File: src/rtl/echo_range_trimmed_average_macros.svh
// Assertion helpers for the echo ranging RTL; erta_back uses them.
// The modules that use them name their clock aclk and their reset aresetn.
`ifndef ECHO_RANGE_TRIMMED_AVERAGE_MACROS_SVH
`define ECHO_RANGE_TRIMMED_AVERAGE_MACROS_SVH
`ifndef SYNTHESIS
`define ERTA_ASSERT(name, cond) \
    name: assert property (@(posedge aclk) disable iff (!aresetn) (cond)) \
        else $error("erta assertion failed");
`define ERTA_ASSERT_IMPLY(name, ante, cons) \
    name: assert property (@(posedge aclk) disable iff (!aresetn) (ante) |-> (cons)) \
        else $error("erta assertion failed");
`else
`define ERTA_ASSERT(name, cond)
`define ERTA_ASSERT_IMPLY(name, ante, cons)
`endif
`endif

File: src/rtl/erta_pkg.sv
`timescale 1ns / 1ps
`default_nettype none
package erta_pkg;

    localparam int unsigned TIME_W   = 18;
    localparam int unsigned DIST_W   = 10;
    localparam int unsigned STATUS_W = 2;
    localparam int unsigned SUM_W    = 18;
    localparam int unsigned GOOD_W   = 9;
    localparam int unsigned RETRY_W  = 3;
    localparam int unsigned RUN_W    = 8;

    // Distance by reciprocal: q = (t * CM_RECIP) >> RECIP_SHIFT is the
    // true quotient of t*100/5882 or one below it.
    localparam int unsigned RECIP_W     = 27;
    localparam int unsigned RECIP_SHIFT = 32;
    localparam int unsigned PROD_W      = TIME_W + RECIP_W;
    localparam int unsigned QUOT_W      = PROD_W - RECIP_SHIFT;
    localparam int unsigned SCALED_W    = 26;
    localparam logic [RECIP_W-1:0]  CM_RECIP       = 27'd73018825;
    localparam logic [QUOT_W-1:0]   US_PER_CM_X100 = 13'd5882;
    localparam logic [6:0]          US_SCALE       = 7'd100;
    localparam logic [DIST_W-1:0]   LOWEST_RESET   = 10'd999;
    localparam logic [DIST_W-1:0]   DIST_SAT       = 10'h3FF;

    localparam logic [STATUS_W-1:0] STATUS_SINGLE = 2'd0;
    localparam logic [STATUS_W-1:0] STATUS_DONE   = 2'd1;
    localparam logic [STATUS_W-1:0] STATUS_ABORT  = 2'd2;

    localparam logic [0:0] REG_AVG_EN  = 1'b0;
    localparam logic [0:0] REG_RUN_LEN = 1'b1;

    localparam int unsigned QUEUE_DEPTH = 2;
    localparam int unsigned QUEUE_AW    = 1;
    localparam int unsigned QUEUE_CW    = 2;

    typedef struct packed {
        logic             avg_en;
        logic [RUN_W-1:0] run_length;
    } erta_cfg_t;

    typedef struct packed {
        logic [DIST_W-1:0] dist_cm;
    } erta_req_t;

endpackage
`default_nettype wire

File: src/rtl/erta_front.sv
`timescale 1ns / 1ps
`default_nettype none
module erta_front #(
    parameter int unsigned MAX_DIST   = 400,
    parameter int unsigned TIMEOUT_US = 150000
) (
    input  wire logic                          aclk,
    input  wire logic                          aresetn,
    input  wire logic                          s_tvalid,
    output logic                               s_tready,
    input  wire logic [erta_pkg::TIME_W-1:0]   echo_time_us,
    input  wire logic                          echo_stuck,
    output logic                               push_valid,
    input  wire logic                          push_ready,
    output erta_pkg::erta_req_t                push_data
);
    import erta_pkg::*;

    localparam logic [2:0] F_IDLE = 3'd0;
    localparam logic [2:0] F_MUL  = 3'd1;
    localparam logic [2:0] F_SCL  = 3'd2;
    localparam logic [2:0] F_FIX  = 3'd3;
    localparam logic [2:0] F_PUSH = 3'd4;

    logic [2:0]          state_reg, state_next;
    logic [TIME_W-1:0]   t_reg, t_next;
    logic                stuck_reg, stuck_next;
    logic [QUOT_W-1:0]   q_reg, q_next;
    logic [SCALED_W-1:0] qm_reg, qm_next;
    logic [DIST_W-1:0]   d_reg, d_next;

    logic [PROD_W-1:0]   prod;
    logic [SCALED_W-1:0] t_scaled;
    logic [SCALED_W-1:0] rem;
    logic [QUOT_W-1:0]   dq;
    logic                fail;

    assign prod     = PROD_W'(t_reg) * PROD_W'(CM_RECIP);
    assign t_scaled = SCALED_W'(t_reg) * SCALED_W'(US_SCALE);
    assign rem      = t_scaled - qm_reg;
    assign dq       = q_reg + QUOT_W'(rem >= SCALED_W'(US_PER_CM_X100));
    // Stuck line, timeout, zero and out-of-range readings all read as the maximum.
    assign fail     = stuck_reg || (t_reg > TIME_W'(TIMEOUT_US)) || (dq == '0)
                      || (dq > QUOT_W'(MAX_DIST));

    always_comb begin
        state_next = state_reg;
        t_next     = t_reg;
        stuck_next = stuck_reg;
        q_next     = q_reg;
        qm_next    = qm_reg;
        d_next     = d_reg;
        case (state_reg)
            F_IDLE: begin
                if (s_tvalid) begin
                    t_next     = echo_time_us;
                    stuck_next = echo_stuck;
                    state_next = F_MUL;
                end
            end
            F_MUL: begin
                q_next     = prod[RECIP_SHIFT +: QUOT_W];
                state_next = F_SCL;
            end
            F_SCL: begin
                qm_next    = SCALED_W'(q_reg) * SCALED_W'(US_PER_CM_X100);
                state_next = F_FIX;
            end
            F_FIX: begin
                d_next     = fail ? DIST_W'(MAX_DIST) : dq[DIST_W-1:0];
                state_next = F_PUSH;
            end
            F_PUSH: begin
                if (push_ready) begin
                    state_next = F_IDLE;
                end
            end
            default: begin
                state_next = F_IDLE;
            end
        endcase
    end

    always_ff @(posedge aclk) begin
        if (!aresetn) begin
            state_reg <= F_IDLE;
        end else begin
            state_reg <= state_next;
        end
        t_reg     <= t_next;
        stuck_reg <= stuck_next;
        q_reg     <= q_next;
        qm_reg    <= qm_next;
        d_reg     <= d_next;
    end

    assign s_tready          = (state_reg == F_IDLE);
    assign push_valid        = (state_reg == F_PUSH);
    assign push_data.dist_cm = d_reg;

endmodule
`default_nettype wire

File: src/rtl/erta_queue.sv
`timescale 1ns / 1ps
`default_nettype none
module erta_queue (
    input  wire logic                aclk,
    input  wire logic                aresetn,
    input  wire logic                push_valid,
    output logic                     push_ready,
    input  wire erta_pkg::erta_req_t push_data,
    output logic                     pop_valid,
    input  wire logic                pop_ready,
    output erta_pkg::erta_req_t      pop_data
);
    import erta_pkg::*;

    erta_req_t             slot_reg [QUEUE_DEPTH];
    logic [QUEUE_AW-1:0]   wr_ptr_reg, wr_ptr_next;
    logic [QUEUE_AW-1:0]   rd_ptr_reg, rd_ptr_next;
    logic [QUEUE_CW-1:0]   count_reg, count_next;
    logic                  do_push, do_pop;

    assign push_ready = (count_reg != QUEUE_CW'(QUEUE_DEPTH));
    assign pop_valid  = (count_reg != '0);
    assign do_push    = push_valid && push_ready;
    assign do_pop     = pop_valid && pop_ready;
    assign pop_data   = slot_reg[rd_ptr_reg];

    always_comb begin
        wr_ptr_next = wr_ptr_reg;
        rd_ptr_next = rd_ptr_reg;
        count_next  = count_reg;
        if (do_push) begin
            wr_ptr_next = (wr_ptr_reg == QUEUE_AW'(QUEUE_DEPTH - 1)) ? '0
                                                                     : wr_ptr_reg + 1'b1;
        end
        if (do_pop) begin
            rd_ptr_next = (rd_ptr_reg == QUEUE_AW'(QUEUE_DEPTH - 1)) ? '0
                                                                     : rd_ptr_reg + 1'b1;
        end
        if (do_push && !do_pop) begin
            count_next = count_reg + 1'b1;
        end else if (do_pop && !do_push) begin
            count_next = count_reg - 1'b1;
        end
    end

    always_ff @(posedge aclk) begin
        if (!aresetn) begin
            wr_ptr_reg <= '0;
            rd_ptr_reg <= '0;
            count_reg  <= '0;
        end else begin
            wr_ptr_reg <= wr_ptr_next;
            rd_ptr_reg <= rd_ptr_next;
            count_reg  <= count_next;
        end
        if (do_push) begin
            slot_reg[wr_ptr_reg] <= push_data;
        end
    end

endmodule
`default_nettype wire

File: src/rtl/erta_back.sv
`timescale 1ns / 1ps
`default_nettype none
`include "echo_range_trimmed_average_macros.svh"
module erta_back #(
    parameter int unsigned MAX_DIST    = 400,
    parameter int unsigned RETRY_LIMIT = 5
) (
    input  wire logic                           aclk,
    input  wire logic                           aresetn,
    input  wire erta_pkg::erta_cfg_t            cfg,
    input  wire logic                           cfg_clear,
    input  wire logic                           pop_valid,
    output logic                                pop_ready,
    input  wire erta_pkg::erta_req_t            pop_data,
    output logic                                m_valid,
    input  wire logic                           m_ready,
    output logic [erta_pkg::DIST_W-1:0]         m_dist_cm,
    output logic [erta_pkg::STATUS_W-1:0]       m_status
);
    import erta_pkg::*;

    localparam int unsigned DIV_W = RUN_W + 1 + SUM_W;
    localparam int unsigned CNT_W = $clog2(SUM_W);

    localparam logic [2:0] S_IDLE = 3'd0;
    localparam logic [2:0] S_UPD  = 3'd1;
    localparam logic [2:0] S_CHK  = 3'd2;
    localparam logic [2:0] S_DIV  = 3'd3;
    localparam logic [2:0] S_RES  = 3'd4;
    localparam logic [2:0] S_OUT  = 3'd5;

    logic [2:0]          state_reg, state_next;
    logic [DIST_W-1:0]   dist_reg, dist_next;
    logic [GOOD_W-1:0]   good_count_reg, good_count_next;
    logic [RETRY_W-1:0]  retry_count_reg, retry_count_next;
    logic [DIST_W-1:0]   lowest_reg, lowest_next;
    logic [DIST_W-1:0]   highest_reg, highest_next;
    logic [SUM_W-1:0]    running_sum_reg, running_sum_next;
    logic [DIV_W-1:0]    div_reg, div_next;
    logic [CNT_W-1:0]    div_cnt_reg, div_cnt_next;
    logic [RUN_W-1:0]    divisor_reg, divisor_next;
    logic [DIST_W-1:0]   res_dist_reg, res_dist_next;
    logic [STATUS_W-1:0] res_status_reg, res_status_next;
    logic                out_valid_reg, out_valid_next;
    logic [DIST_W-1:0]   out_dist_reg, out_dist_next;
    logic [STATUS_W-1:0] out_status_reg, out_status_next;

    logic [RUN_W-1:0]    n_eff;
    logic [GOOD_W-1:0]   n_plus2;
    logic [DIST_W:0]     trim;
    logic [SUM_W-1:0]    rest;
    logic [RETRY_W:0]    retry_inc;
    logic [RUN_W:0]      div_shift;
    logic                div_ge;
    logic [RUN_W:0]      div_rem;
    logic [SUM_W-1:0]    quot;

    assign n_eff     = (cfg.run_length == '0) ? RUN_W'(1) : cfg.run_length;
    assign n_plus2   = GOOD_W'(n_eff) + GOOD_W'(2);
    assign trim      = {1'b0, lowest_reg} + {1'b0, highest_reg};
    assign rest      = (running_sum_reg >= SUM_W'(trim)) ? running_sum_reg - SUM_W'(trim)
                                                         : '0;
    assign retry_inc = {1'b0, retry_count_reg} + 1'b1;

    // Restoring division: the remainder stays below the divisor, so its low
    // bits and the next dividend bit make the trial value.
    assign div_shift = {div_reg[SUM_W +: RUN_W], div_reg[SUM_W-1]};
    assign div_ge    = (div_shift >= {1'b0, divisor_reg});
    assign div_rem   = div_ge ? div_shift - {1'b0, divisor_reg} : div_shift;
    assign quot      = div_reg[SUM_W-1:0];

    always_comb begin
        state_next       = state_reg;
        dist_next        = dist_reg;
        good_count_next  = good_count_reg;
        retry_count_next = retry_count_reg;
        lowest_next      = lowest_reg;
        highest_next     = highest_reg;
        running_sum_next = running_sum_reg;
        div_next         = div_reg;
        div_cnt_next     = div_cnt_reg;
        divisor_next     = divisor_reg;
        res_dist_next    = res_dist_reg;
        res_status_next  = res_status_reg;
        out_valid_next   = out_valid_reg;
        out_dist_next    = out_dist_reg;
        out_status_next  = out_status_reg;
        pop_ready        = 1'b0;

        if (out_valid_reg && m_ready) begin
            out_valid_next = 1'b0;
        end

        case (state_reg)
            S_IDLE: begin
                pop_ready = 1'b1;
                if (pop_valid) begin
                    dist_next  = pop_data.dist_cm;
                    state_next = S_UPD;
                end
            end
            S_UPD: begin
                if (!cfg.avg_en) begin
                    res_dist_next   = dist_reg;
                    res_status_next = STATUS_SINGLE;
                    state_next      = S_OUT;
                end else if (dist_reg == DIST_W'(MAX_DIST)) begin
                    if (retry_inc > (RETRY_W + 1)'(RETRY_LIMIT)) begin
                        good_count_next  = '0;
                        retry_count_next = '0;
                        lowest_next      = LOWEST_RESET;
                        highest_next     = '0;
                        running_sum_next = '0;
                        res_dist_next    = DIST_W'(MAX_DIST);
                        res_status_next  = STATUS_ABORT;
                        state_next       = S_OUT;
                    end else begin
                        retry_count_next = retry_inc[RETRY_W-1:0];
                        state_next       = S_IDLE;
                    end
                end else begin
                    retry_count_next = '0;
                    if (dist_reg < lowest_reg) begin
                        lowest_next = dist_reg;
                    end
                    if (dist_reg > highest_reg) begin
                        highest_next = dist_reg;
                    end
                    running_sum_next = running_sum_reg + SUM_W'(dist_reg);
                    good_count_next  = good_count_reg + 1'b1;
                    state_next       = S_CHK;
                end
            end
            S_CHK: begin
                if (good_count_reg >= n_plus2) begin
                    div_next         = {{(RUN_W + 1){1'b0}}, rest};
                    divisor_next     = n_eff;
                    div_cnt_next     = '0;
                    good_count_next  = '0;
                    retry_count_next = '0;
                    lowest_next      = LOWEST_RESET;
                    highest_next     = '0;
                    running_sum_next = '0;
                    state_next       = S_DIV;
                end else begin
                    state_next = S_IDLE;
                end
            end
            S_DIV: begin
                div_next     = {div_rem, div_reg[SUM_W-2:0], div_ge};
                div_cnt_next = div_cnt_reg + 1'b1;
                if (div_cnt_reg == CNT_W'(SUM_W - 1)) begin
                    state_next = S_RES;
                end
            end
            S_RES: begin
                res_dist_next   = (quot > SUM_W'(DIST_SAT)) ? DIST_SAT : quot[DIST_W-1:0];
                res_status_next = STATUS_DONE;
                state_next      = S_OUT;
            end
            S_OUT: begin
                if (!out_valid_reg || m_ready) begin
                    out_valid_next  = 1'b1;
                    out_dist_next   = res_dist_reg;
                    out_status_next = res_status_reg;
                    state_next      = S_IDLE;
                end
            end
            default: begin
                state_next = S_IDLE;
            end
        endcase

        // A register write drops any partial run.
        if (cfg_clear) begin
            good_count_next  = '0;
            retry_count_next = '0;
            lowest_next      = LOWEST_RESET;
            highest_next     = '0;
            running_sum_next = '0;
        end
    end

    always_ff @(posedge aclk) begin
        if (!aresetn) begin
            state_reg       <= S_IDLE;
            good_count_reg  <= '0;
            retry_count_reg <= '0;
            lowest_reg      <= LOWEST_RESET;
            highest_reg     <= '0;
            running_sum_reg <= '0;
            out_valid_reg   <= 1'b0;
        end else begin
            state_reg       <= state_next;
            good_count_reg  <= good_count_next;
            retry_count_reg <= retry_count_next;
            lowest_reg      <= lowest_next;
            highest_reg     <= highest_next;
            running_sum_reg <= running_sum_next;
            out_valid_reg   <= out_valid_next;
        end
        dist_reg       <= dist_next;
        div_reg        <= div_next;
        div_cnt_reg    <= div_cnt_next;
        divisor_reg    <= divisor_next;
        res_dist_reg   <= res_dist_next;
        res_status_reg <= res_status_next;
        out_dist_reg   <= out_dist_next;
        out_status_reg <= out_status_next;
    end

    assign m_valid   = out_valid_reg;
    assign m_dist_cm = out_dist_reg;
    assign m_status  = out_status_reg;

    `ERTA_ASSERT(a_retry_in_limit, retry_count_reg <= RETRY_W'(RETRY_LIMIT))
    `ERTA_ASSERT(a_good_in_run, good_count_reg <= n_plus2)
    `ERTA_ASSERT_IMPLY(a_div_only_avg, state_reg == S_DIV, cfg.avg_en)
    `ERTA_ASSERT_IMPLY(a_single_only_off, out_valid_reg && out_status_reg == STATUS_SINGLE,
                       !cfg.avg_en)

endmodule
`default_nettype wire

File: src/rtl/echo_range_trimmed_average.sv
`timescale 1ns / 1ps
`default_nettype none
// Echo ranging with trimmed-mean averaging.
// Input stream: one request per measured echo. s_tdata carries the echo high
// time in microseconds, s_tuser the flag that the echo line was already high
// before the trigger. Output stream: m_tdata carries the distance in cm,
// m_tuser the status (single reading, average done, average aborted).
// An APB port holds the averaging enable (0x0) and the run length (0x4);
// write them only while the block is idle. A write clears any partial run.
// The front end takes one request at a time: a multiply by a reciprocal, a
// multiply back by the divisor and one correction step, then a push to the
// queue, and it takes no new request until that push is taken. The request
// that completes an average also passes the 18-step serial divider in the
// back end. A two-entry queue between front and back lets new requests
// come in while the back end divides or a result waits.
// Reset clears the run state, the queue and the output; the enable reads 0
// and the run length 1 afterward. When the receiver stalls, the result is
// held in the output register, the back end stops after its next result and
// s_tready stays low once the queue is full and the front end waits to push.
module echo_range_trimmed_average #(
    parameter int unsigned MAX_DIST    = 400,
    parameter int unsigned RETRY_LIMIT = 5,
    parameter int unsigned TIMEOUT_US  = 150000
) (
    input  wire logic        aclk,
    input  wire logic        aresetn,
    input  wire logic        s_tvalid,
    output logic             s_tready,
    input  wire logic [23:0] s_tdata,   // [17:0] echo_time_us, [23:18] zero
    input  wire logic        s_tuser,   // [0] echo_stuck
    output logic             m_tvalid,
    input  wire logic        m_tready,
    output logic [15:0]      m_tdata,   // [9:0] distance_cm, [15:10] zero
    output logic [1:0]       m_tuser,   // [1:0] status
    input  wire logic        psel,
    input  wire logic        penable,
    input  wire logic        pwrite,
    input  wire logic [2:0]  paddr,
    input  wire logic [31:0] pwdata,
    output logic [31:0]      prdata,
    output logic             pready
);
    import erta_pkg::*;

    logic             avg_en_reg, avg_en_next;
    logic [RUN_W-1:0] run_length_reg, run_length_next;
    logic             cfg_write;
    erta_cfg_t        cfg;

    logic                push_valid, push_ready;
    erta_req_t           push_data;
    logic                pop_valid, pop_ready;
    erta_req_t           pop_data;
    logic [DIST_W-1:0]   dist_cm;
    logic [STATUS_W-1:0] status;

    assign pready    = 1'b1;
    assign cfg_write = psel && penable && pwrite && pready;

    always_comb begin
        avg_en_next     = avg_en_reg;
        run_length_next = run_length_reg;
        if (cfg_write) begin
            case (paddr[2])
                REG_AVG_EN:  avg_en_next     = pwdata[0];
                REG_RUN_LEN: run_length_next = pwdata[RUN_W-1:0];
                default: begin
                end
            endcase
        end
    end

    always_ff @(posedge aclk) begin
        if (!aresetn) begin
            avg_en_reg     <= 1'b0;
            run_length_reg <= RUN_W'(1);
        end else begin
            avg_en_reg     <= avg_en_next;
            run_length_reg <= run_length_next;
        end
    end

    always_comb begin
        case (paddr[2])
            REG_AVG_EN:  prdata = {31'd0, avg_en_reg};
            REG_RUN_LEN: prdata = {{(32 - RUN_W){1'b0}}, run_length_reg};
            default:     prdata = '0;
        endcase
    end

    assign cfg.avg_en     = avg_en_reg;
    assign cfg.run_length = run_length_reg;

    erta_front #(
        .MAX_DIST   (MAX_DIST),
        .TIMEOUT_US (TIMEOUT_US)
    ) u_front (
        .aclk         (aclk),
        .aresetn      (aresetn),
        .s_tvalid     (s_tvalid),
        .s_tready     (s_tready),
        .echo_time_us (s_tdata[TIME_W-1:0]),
        .echo_stuck   (s_tuser),
        .push_valid   (push_valid),
        .push_ready   (push_ready),
        .push_data    (push_data)
    );

    erta_queue u_queue (
        .aclk       (aclk),
        .aresetn    (aresetn),
        .push_valid (push_valid),
        .push_ready (push_ready),
        .push_data  (push_data),
        .pop_valid  (pop_valid),
        .pop_ready  (pop_ready),
        .pop_data   (pop_data)
    );

    erta_back #(
        .MAX_DIST    (MAX_DIST),
        .RETRY_LIMIT (RETRY_LIMIT)
    ) u_back (
        .aclk      (aclk),
        .aresetn   (aresetn),
        .cfg       (cfg),
        .cfg_clear (cfg_write),
        .pop_valid (pop_valid),
        .pop_ready (pop_ready),
        .pop_data  (pop_data),
        .m_valid   (m_tvalid),
        .m_ready   (m_tready),
        .m_dist_cm (dist_cm),
        .m_status  (status)
    );

    assign m_tdata = {{(16 - DIST_W){1'b0}}, dist_cm};
    assign m_tuser = status;

endmodule
`default_nettype wire

File: config.mk
export PLATFORM = sky130hd
export DESIGN_NAME = echo_range_trimmed_average
export DESIGN_NICKNAME = d
export VERILOG_FILES = /design/src/rtl/erta_pkg.sv /design/src/rtl/erta_front.sv /design/src/rtl/erta_queue.sv /design/src/rtl/erta_back.sv /design/src/rtl/echo_range_trimmed_average.sv
export VERILOG_INCLUDE_DIRS = /design/src /design/src/rtl
export SDC_FILE = /design/constraint.sdc
export NUM_CORES = 1
export LEC_CHECK = 0
export BUFFER_PORTS_ARGS = -buffer_cell sky130_fd_sc_hd__buf_2
export CAP_MARGIN = 20
export CORE_MARGIN = 3
export CORE_UTILIZATION = 42
export CTS_CLUSTER_SIZE = 20
export DETAILED_ROUTE_END_ITERATION = 10
export GPL_TIMING_DRIVEN = 0
export PLACE_DENSITY_LB_ADDON = 0.05
export SYNTH_ARGS = -nofsm -noshare
export SYNTH_HDL_FRONTEND = slang
export SYNTH_SLANG_ARGS = --single-unit
File: constraint.sdc
create_clock -name aclk -period 7 [get_ports aclk]
set_input_delay 0.7 -clock aclk [delete_from_list [all_inputs] [get_ports aclk]]
set_output_delay 0.7 -clock aclk [all_outputs]
set_load 0.02 [all_outputs]
## Word level (Yosys, flattened, before mapping)

Memories as Yosys holds them, arrays and structs flattened. A register that Yosys moved wholly into a read port is not among the register bits.
Index checks and enable logic that the tools add are counted.

- Register bits: 200
- Memory bits (writable): 20
- Input bits: 67
- Output and inout bits: 53
- Word-level logic and storage cells: 182
- Memories kept: 1

Memory list:

| memory | words | width | read ports | clocked after memory_dff | wr ports | RTL line | source |
|---|---|---|---|---|---|---|---|
| u_queue.slot_reg | 2 | 10 | 1 | 1 | 1 | erta_queue.sv:15 | `erta_req_t slot_reg [QUEUE_DEPTH];` |

- Add/subtract/negate cells: 14
- $mul: 3
- Magnitude comparators: 10
- Equality and inequality tests: 24
- Mux-type cells: 65
- Bitwise gates (word level): 2
- Reductions and logical operators: 38

Operators by type and width:

| kind | number |
|---|---|
| 2-to-1 mux 10 bit | 14 |
| 2-to-1 mux 18 bit | 5 |
| case mux 32 bit (2 select lines) | 1 |
| case mux 10 bit (2 select lines) | 3 |
| case mux 26 bit (2 select lines) | 1 |
| multiplier 18 x 27 -> 45 bit (second input constant) | 1 |
| 2-to-1 mux 3 bit | 12 |
| 2-to-1 mux 9 bit | 4 |
| case mux 18 bit (2 select lines) | 1 |
| greater-or-equal comparator 26 x 13 -> 1 bit (second input constant) | 1 |
| 2-to-1 mux 26 bit | 1 |
| subtractor 25 x 26 -> 26 bit | 1 |
| multiplier 13 x 12 -> 25 bit (second input constant) | 1 |
| multiplier 18 x 5 -> 23 bit (second input constant) | 1 |
| adder 18 x 10 -> 18 bit | 1 |
| greater-or-equal comparator 18 x 11 -> 1 bit | 1 |
| greater-than comparator 18 x 10 -> 1 bit (second input constant) | 1 |
| greater-than comparator 18 bit (second input constant) | 1 |
| case mux 3 bit (6 select lines) | 1 |
| case mux 9 bit (2 select lines) | 1 |
| subtractor 18 x 11 -> 18 bit | 1 |
| 2-to-1 mux 8 bit | 2 |
| AND reduction 2 bit | 8 |
| case mux 3 bit (5 select lines) | 1 |
| other kinds (44) | 91 |

## Depth between registers and ports, before layout

Gate-level depths: netlist (run 1).

- Depth in word-level cells: 7
- Mapped depth: 36

## Hierarchy

Synthesis (run 1) repeated with hierarchy kept, for this count alone.

- Cell total of the unflattened synthesis: 2449
- Area, all modules: 24975.2 µm²

Modules (own cells, without submodules):

| module | times used | cells an instance | area each (µm²) | sequential area each (µm²) |
|---|---|---|---|---|
| erta_front | 1 | 1449 | 15079.5 | 2072.0 |
| erta_back | 1 | 861 | 8251.7 | 3273.1 |
| erta_queue | 1 | 56 | 952.2 | 700.7 |
| echo_range_trimmed_average | 1 | 83 | 691.9 | 180.2 |

## Worst setup path before layout (run 1)

OpenSTA, ideal clock, no wires.

- Path type: flip-flop to flip-flop
- Start: register u_front.t_reg[1]
- End: register u_front.d_reg[7], in the netlist u_front.push_data[7], data pin
- Library setup time: 0.263 ns
- Data arrival time: 6.866 ns
- Setup slack: -0.129 ns
- Cell stages (with the launch flop): 35
- Buffers on the path: 1
- Clock period less this slack: 7.129 ns
- Path through: edfxtp_1 ha_1 ha_1 ha_1 ha_1 a21o_1 a211oi_1 nor2_1 o211ai_1 o21ai_1 o41a_1 a41oi_1 and2_1 xnor2_1 ha_1 buf_2 a21oi_1 nor2b_1 o21ai_0 o2111ai_1 a2111o_1 a311oi_1 o2111ai_1 nor4_2 nand4_1 ha_1 ha_1 nand3_1 xor2_1 nand2_1 a21oi_1 nor3_1 a31oi_1 o2111a_1 nand2_1

- Cells in the longest elaborated chain, start to end: 7

RTL lines:

| element | RTL line | source |
|---|---|---|
| from (decl) | erta_front.sv:26 | `logic [TIME_W-1:0] t_reg, t_next;` |
| from (signal assigned) | erta_front.sv:90 | `t_reg <= t_next;` |
| parallel branches: the longest is 7 deep, another holds subtractor 25 x 26 -> 26 bit | n/a |  |
| to (signal assigned) | erta_front.sv:94 | `d_reg <= d_next;` |
| to (decl) | erta_front.sv:30 | `logic [DIST_W-1:0] d_reg, d_next;` |

Several ways; the timed one is not identified.
A chain may end at the register's enable or synchronous reset.

## Worst setup path after layout (run 1)

- Start: register u_front.t_reg[5]
- End: register u_front.d_reg[4], in the netlist u_front.push_data[4], data pin

Same word-level chain as after synthesis.

==> flow_metrics.py, run 1 <==
metrics = {
    "floorplan": {
        "die-area_um2": 61600,
        "die_w_um": 248,
        "num_io_pins": 120,
        "die_h_um": 248,
        "core_um2": 57800,
        "start_util_pct": 42.6,
        "core.rowCount": 88,
    },
    "global_routing": {
        "grt_max_degree": 32,
        "grt_pass1_vias": 18500,
        "antenna_found_initial": 0,
        "grt_pass1_wl_um": 99100,
        "grt_use_total_pct": 20.5,
        "grt_overflow_total": 0,
    },
    "finish": {
        "syn_to_final_growth_pct": 14.5,
        "num-fill-cells": 5410,
        "largest_reg_flops": 26,
        "nets": 3332,
        "final_cells": 3421,
        "drive_above_1_share_pct": 13.0,
        "final_area_um2": 28200,
        "final_util_pct": 48.8,
        "antenna_cells": 0,
    },
    "timing": {
        "drv_slew": 0,
        "worst_clock_skew_ns": 0.0449,
        "fin_crit_sh_pct": 106,
        "max_freq_mhz": 135,
        "postLayoutSetupSlackWorst_ns": -0.408,
        "rsz0062_at_grt": "yes",
        "slew_headroom_pct": 34.8,
        "min_period_ns": 7.41,
        "worstMarginPinSlew_ns": 0.976,
        "finalSetupViolations": 9,
        "finalHoldViolations": 0,
    },
    "worst_setup_path": {
        "cp_common_cell": "ha_4",
        "start_kind": "register",
        "arrival_ns": 7.72,
        "critPathCaptureType": "register",
        "critPathSlowestCell": "edfxtp_1",
        "critPathMaxStageDelay_ns": 0.54,
        "cp.required_ns": 7.31,
        "critPathKind": "reg -> reg",
        "critPathMaxFanout": 5,
    },
    "outcome": {
        "outcome": "finished with violations",
        "failed_checks": "negative setup slack",
    },
    "synthesis": {
        "synth_compound_area_share_pct": 11.1,
        "synth_top_area_share_pct": 20.4,
        "synthMuxAreaShare_pct": 1.53,
        "yosys-top-cells-area": "ha_1 (20%), edfxtp_1 (20%), fa_1 (19%), inv_1 (6.0%), dfxtp_1 (5.7%)",
        "synth_most_common_cell": "ha_1",
        "ys_ff_latch": 230,
        "syn_area_um2": 24600,
        "netlist_instances": 2445,
        "yosysTopAreaCell": "ha_1",
        "synth_xor_area_share_pct": 4.02,
        "synth_top_family_by_area": "adder cells",
        "yosys.area_share.simple_pct": 11.3,
        "synth-warning-count": 0,
        "syn_area_per_cell_um2": 10.1,
        "synthArstFlopShare_pct": 0,
        "synth_common_cells": "ha_1 (401), inv_1 (393), fa_1 (230)",
        "synth_fa_ha_area_share_pct": 39.1,
        "yosysSeqAreaShare_pct": 25.2,
        "synth_edf_count": 160,
        "yosysUniqueCellTypes": 92,
        "synth_ff_type": "edfxtp_1",
    },
    "route": {
        "routedWlPerCell_um": 18.1,
        "drt-total-wl_um": 61900,
        "first_pass_iters": 5,
        "viasPerCell": 5.19,
        "drc_errors": 0,
        "detail-route-antenna-nets": 0,
        "num_vias": 17800,
        "drt_iter0_drc": 868,
    },
    "placed_design": {
        "dp.cells": 3301,
        "gp_congestion": 0.878,
        "dp_hpwl_um": 49800,
        "pre_cts_ws_ns": -1.23,
        "io_buffers": 56,
        "placed_cell_area_um2": 26100,
    },
    "clocking": {
        "cts_htree_levels": 1,
        "cts_sinks": 230,
        "cts_root_buf": "clkbuf_16",
        "cts_hold_buf": 0,
        "clk_latency_ns": 0.59,
        "cts_buffer_depth": 3,
        "tritoncts": "done",
        "cts_buffers": 28,
        "clk_pin_slew_ns": 0.06,
    },
    "worst_hold_path": {
        "hold_path.class": "in -> reg",
    },
    "run": {
        "maxCapViolCount": 0,
    },
}
[worst paths after layout]
path                               start                   end  slack [ns]  depth (start not counted)
setup / recovery        u_front.t_reg[5]  u_front.push_data[4]       -0.41                         33
hold / removal               s_tdata[13]     u_front.t_reg[13]        0.28                          1
setup reg to reg        u_front.t_reg[5]  u_front.push_data[4]       -0.41                         33
hold reg to reg   u_back.res_dist_reg[8]   u_back.m_dist_cm[8]        0.42                          0
[cells by family (layout without fill, tap and decap cells)]
| family | Yosys count | in the layout |
|---|---|---|
| other | 2 | 32 |
| buffers and inverters | 467 | 647 |
| muxes | 35 | 35 |
| xor gates and xnor gates | 113 | 113 |
| adders and majority gates | 631 | 631 |
| AOI/OAI and AO/OA | 407 | 408 |
| and+or+nand+nor | 560 | 560 |
| DFF | 230 | 230 |
[cell type report]
cell class	instances	area [µm²]	share of cell area, %
tap	765	957	3.39
multi-input combinational	1779	17300	61.2
buffer	73	420	1.49
sequential	230	6210	22.0
timing repair buffer	129	877	3.11
inverter	393	1480	5.23
clock buffer	30	708	2.51
clock inverter	22	304	1.08
[worst max-delay path, delay by kind of cell (launching register included)]
family	cells	cell delay, ns
AO/OA/AOI/OAI	13	2.89
adder cells (fa/ha/maj)	6	1.59
AND/OR/NAND/NOR	9	1.40
flip-flops	1	0.54
XOR/XNOR	3	0.45
buffers and inverters	2	0.24
[timing repair]
action / in CTS / in global routing
cloned: 1 / 0
endpoints found under the setup margin: 9 / 9
gates resized for setup: 70 / 37
pin swaps: 41 / 36
buffers inserted: 61 / 7
[placed cells by master (no fill, tap or decap), drive strengths merged, types with 8 or more instances in the layout]
cell and count:
mux2i 13, nand4 18, o21ai 80, ha 401, nor4 13, a21boi 21
nand2b 26, edfxtp 160, o22ai 8, nor3b 9, nor2b 25, o21a 23
nand3 51, o2111ai 15, nor3 56, a211o 10, clkinv 13, nand2 127
a211oi 15, a21oi 114, or3 12, conb 32, a31oi 17, fa 230
nor2 151, mux2 22, dfxtp 70, o211ai 9, and2 26, a21o 39
xnor2 68, o21bai 9, clkbuf 60, buf 172, and3 13, inv 395
xor2 45
[layer usage]
metal  routed length (µm)  GRT usage, %
met5                    0             0
met4                 1620          5.48
met3                 1960          2.36
met2                31100          36.7
met1                27100          26.3
[through the flow]
step / TNS (ns) / hold slack [ns]
after detailed placement: -10.62 / 0.405
after floorplan: 0 / 0.400
after CTS: -2.95 / 0.243
final: -3.34 / 0.281
after global routing: -6.25 / 0.259
after global placement: -11.98 / 0.408
Power of run 1 is left out: the tool's default activity adds up to more than one toggle a clock period on the data nets, which glitch-free logic cannot reach.
==> run 2, diff against run 1 <==
- HOLD_SLACK_MARGIN: default -> 0.03
- RECOVER_POWER: default -> 25
- TNS_END_PERCENT: default -> 10
==> run 2 against run 1 <==
Effect of this change: the flow still finishes with violations (negative setup slack); cell count stayed put; highest routed layer unchanged; critical path type unchanged; clock skew is 0.0012 ns lower; register-to-register slack got worse by 0.06 ns; routed wire length about the same; cell area is 0.40% lower; hold slack lost 0.0016 ns; sequential share of layout area up 0.088 points; setup slack got worse by 0.056 ns.
==> flow_metrics.py, run 2 (synthesis results as in run 1) <==
metrics = {
    "route": {
        "top_layer": "met4",
        "detail-route-antenna-nets": 0,
        "drt_iter0_drc": 834,
        "routedWlPerCell_um": 18.1,
        "wl_met1_um": 26900,
        "drt-total-wl_um": 61800,
        "num_vias": 17800,
        "met3_length_um": 2180,
        "first_pass_iters": 5,
        "met2RoutedLength_um": 31100,
        "viasPerCell": 5.21,
        "drc_errors": 0,
    },
    "clocking": {
        "clk_pin_slew_ns": 0.07,
        "tritoncts": "done",
        "cts_buffer_depth": 3,
        "cts_hold_buf": 0,
        "cts_buffers": 28,
        "cts_root_buf": "clkbuf_16",
        "cts_htree_levels": 1,
        "cts_sinks": 230,
        "clk_latency_ns": 0.59,
    },
    "worst_hold_path": {
        "hold_depth": 1,
        "hold-path-endpoint": "u_front.t_reg[13]",
        "hold_path.class": "in -> reg",
        "min_from": "s_tdata[13]",
    },
    "finish": {
        "syn_to_final_growth_pct": 14.1,
        "num-fill-cells": 5423,
        "multi_input_area_um2": 17200,
        "layout_common_cells": "inv_1 (384), ha_1 (377), fa_1 (230), edfxtp_1 (160), nor2_1 (148)",
        "nets": 3331,
        "largest_reg_flops": 26,
        "seq_area_um2": 6210,
        "layout_commonest_cell": "inv_1",
        "drive_above_1_share_pct": 12.4,
    },
    "worst_setup_path": {
        "cp_common_cell": "ha_4",
        "cp.required_ns": 7.30,
        "critPathMaxFanout": 6,
        "r2r-start": "u_front.t_reg[5]",
        "rr_worst_depth": 32,
        "critPathCaptureType": "register",
        "worst-path-stages": 32,
        "start_kind": "register",
        "arrival_ns": 7.76,
        "critPathSlowestCell": "edfxtp_1",
        "critPathTopFamily": "compound AO/OA/AOI/OAI gates",
        "critPathMaxStageDelay_ns": 0.53,
        "critPathKind": "reg -> reg",
        "ff2ff_setup_slack_ns": -0.46,
        "reg2reg_to": "u_front.push_data[7]",
        "path_buf_inv": 2,
    },
    "timing": {
        "finalHoldViolations": 0,
        "worstMarginPinSlew_ns": 0.990,
        "finalSetupViolations": 9,
        "fin_tns_setup_ns": -3.76,
        "drv_slew": 0,
        "slew_headroom_pct": 33.9,
        "worst_clock_skew_ns": 0.0437,
        "fin_crit_sh_pct": 107,
        "rsz0062_at_grt": "yes",
        "max_freq_mhz": 134,
        "min_period_ns": 7.46,
        "postLayoutSetupSlackWorst_ns": -0.464,
    },
    "placed_design": {
        "gp_congestion": 0.878,
        "dp_hpwl_um": 49800,
        "io_buffers": 56,
    },
    "outcome": {
        "failed_checks": "negative setup slack",
        "outcome": "finished with violations",
    },
    "global_routing": {
        "grt_pass1_wl_um": 98900,
        "grt_pass1_vias": 18500,
        "grt_max_degree": 32,
        "grt_overflow_total": 0,
        "grt_use_total_pct": 20.5,
        "antenna_found_initial": 0,
    },
    "run": {
        "maxCapViolCount": 0,
    },
    "floorplan": {
        "num_io_pins": 120,
        "core.rowCount": 88,
        "die_h_um": 248,
        "start_util_pct": 42.6,
        "die-area_um2": 61600,
        "die_w_um": 248,
        "core_um2": 57800,
    },
}
## run 2: timing repair
action,4_1_cts,5_1_grt
buffers inserted,58,9
resized for setup,63,32
endpoints found under the setup margin,9,9
pin swaps,37,33
gates cloned,1,0
## run 2: layer usage
layer	track usage [%]	vias to the layer above
met5	0	-
met4	5.61	0
met3	2.37	83
met2	36.6	285
met1	26.2	8762
li1	-	8697
## run 2: cell type report
| class | count | share of cell area, % |
|---|---|---|
| repair buffers | 128 | 2.98 |
| multi-input cells | 1779 | 61.2 |
| flip-flops and latches | 230 | 22.1 |
| clock inverters | 22 | 1.08 |
| clock buffers | 30 | 2.52 |
| diodes | 1 | 0.00891 |
| well taps | 765 | 3.41 |
| plain buffers | 73 | 1.50 |
| inverters | 393 | 5.25 |
## run 2: how the worst max path moves through the flow
stage               slack [ns]        startpoint              endpoint
finish                   -0.46  u_front.t_reg[5]  u_front.push_data[7]
global route             -0.79  u_front.t_reg[5]  u_front.push_data[7]
CTS                      -0.39  u_front.t_reg[6]  u_front.push_data[7]
detailed placement       -1.23  u_front.t_reg[1]  u_front.push_data[8]
global placement         -1.37  u_front.t_reg[1]  u_front.push_data[8]
floorplan                 0.01  u_front.t_reg[2]  u_front.push_data[7]
## run 2: per-stage QoR
step                instance area [µm²]  std cells  util [%]  setup slack (ns)  hold slack (ns)
floorplan                         24800       2475         -            0.0107            0.400
global placement                  26000       3296      45.0             -1.37            0.408
detailed placement                26100       3301      45.1             -1.23            0.405
CTS                               27900       3411      48.2            -0.390            0.243
global route                      28100       3420      48.6            -0.786            0.258
finish                            28100       3421      48.6            -0.464            0.280
Power of run 2 is left out for the same reason.
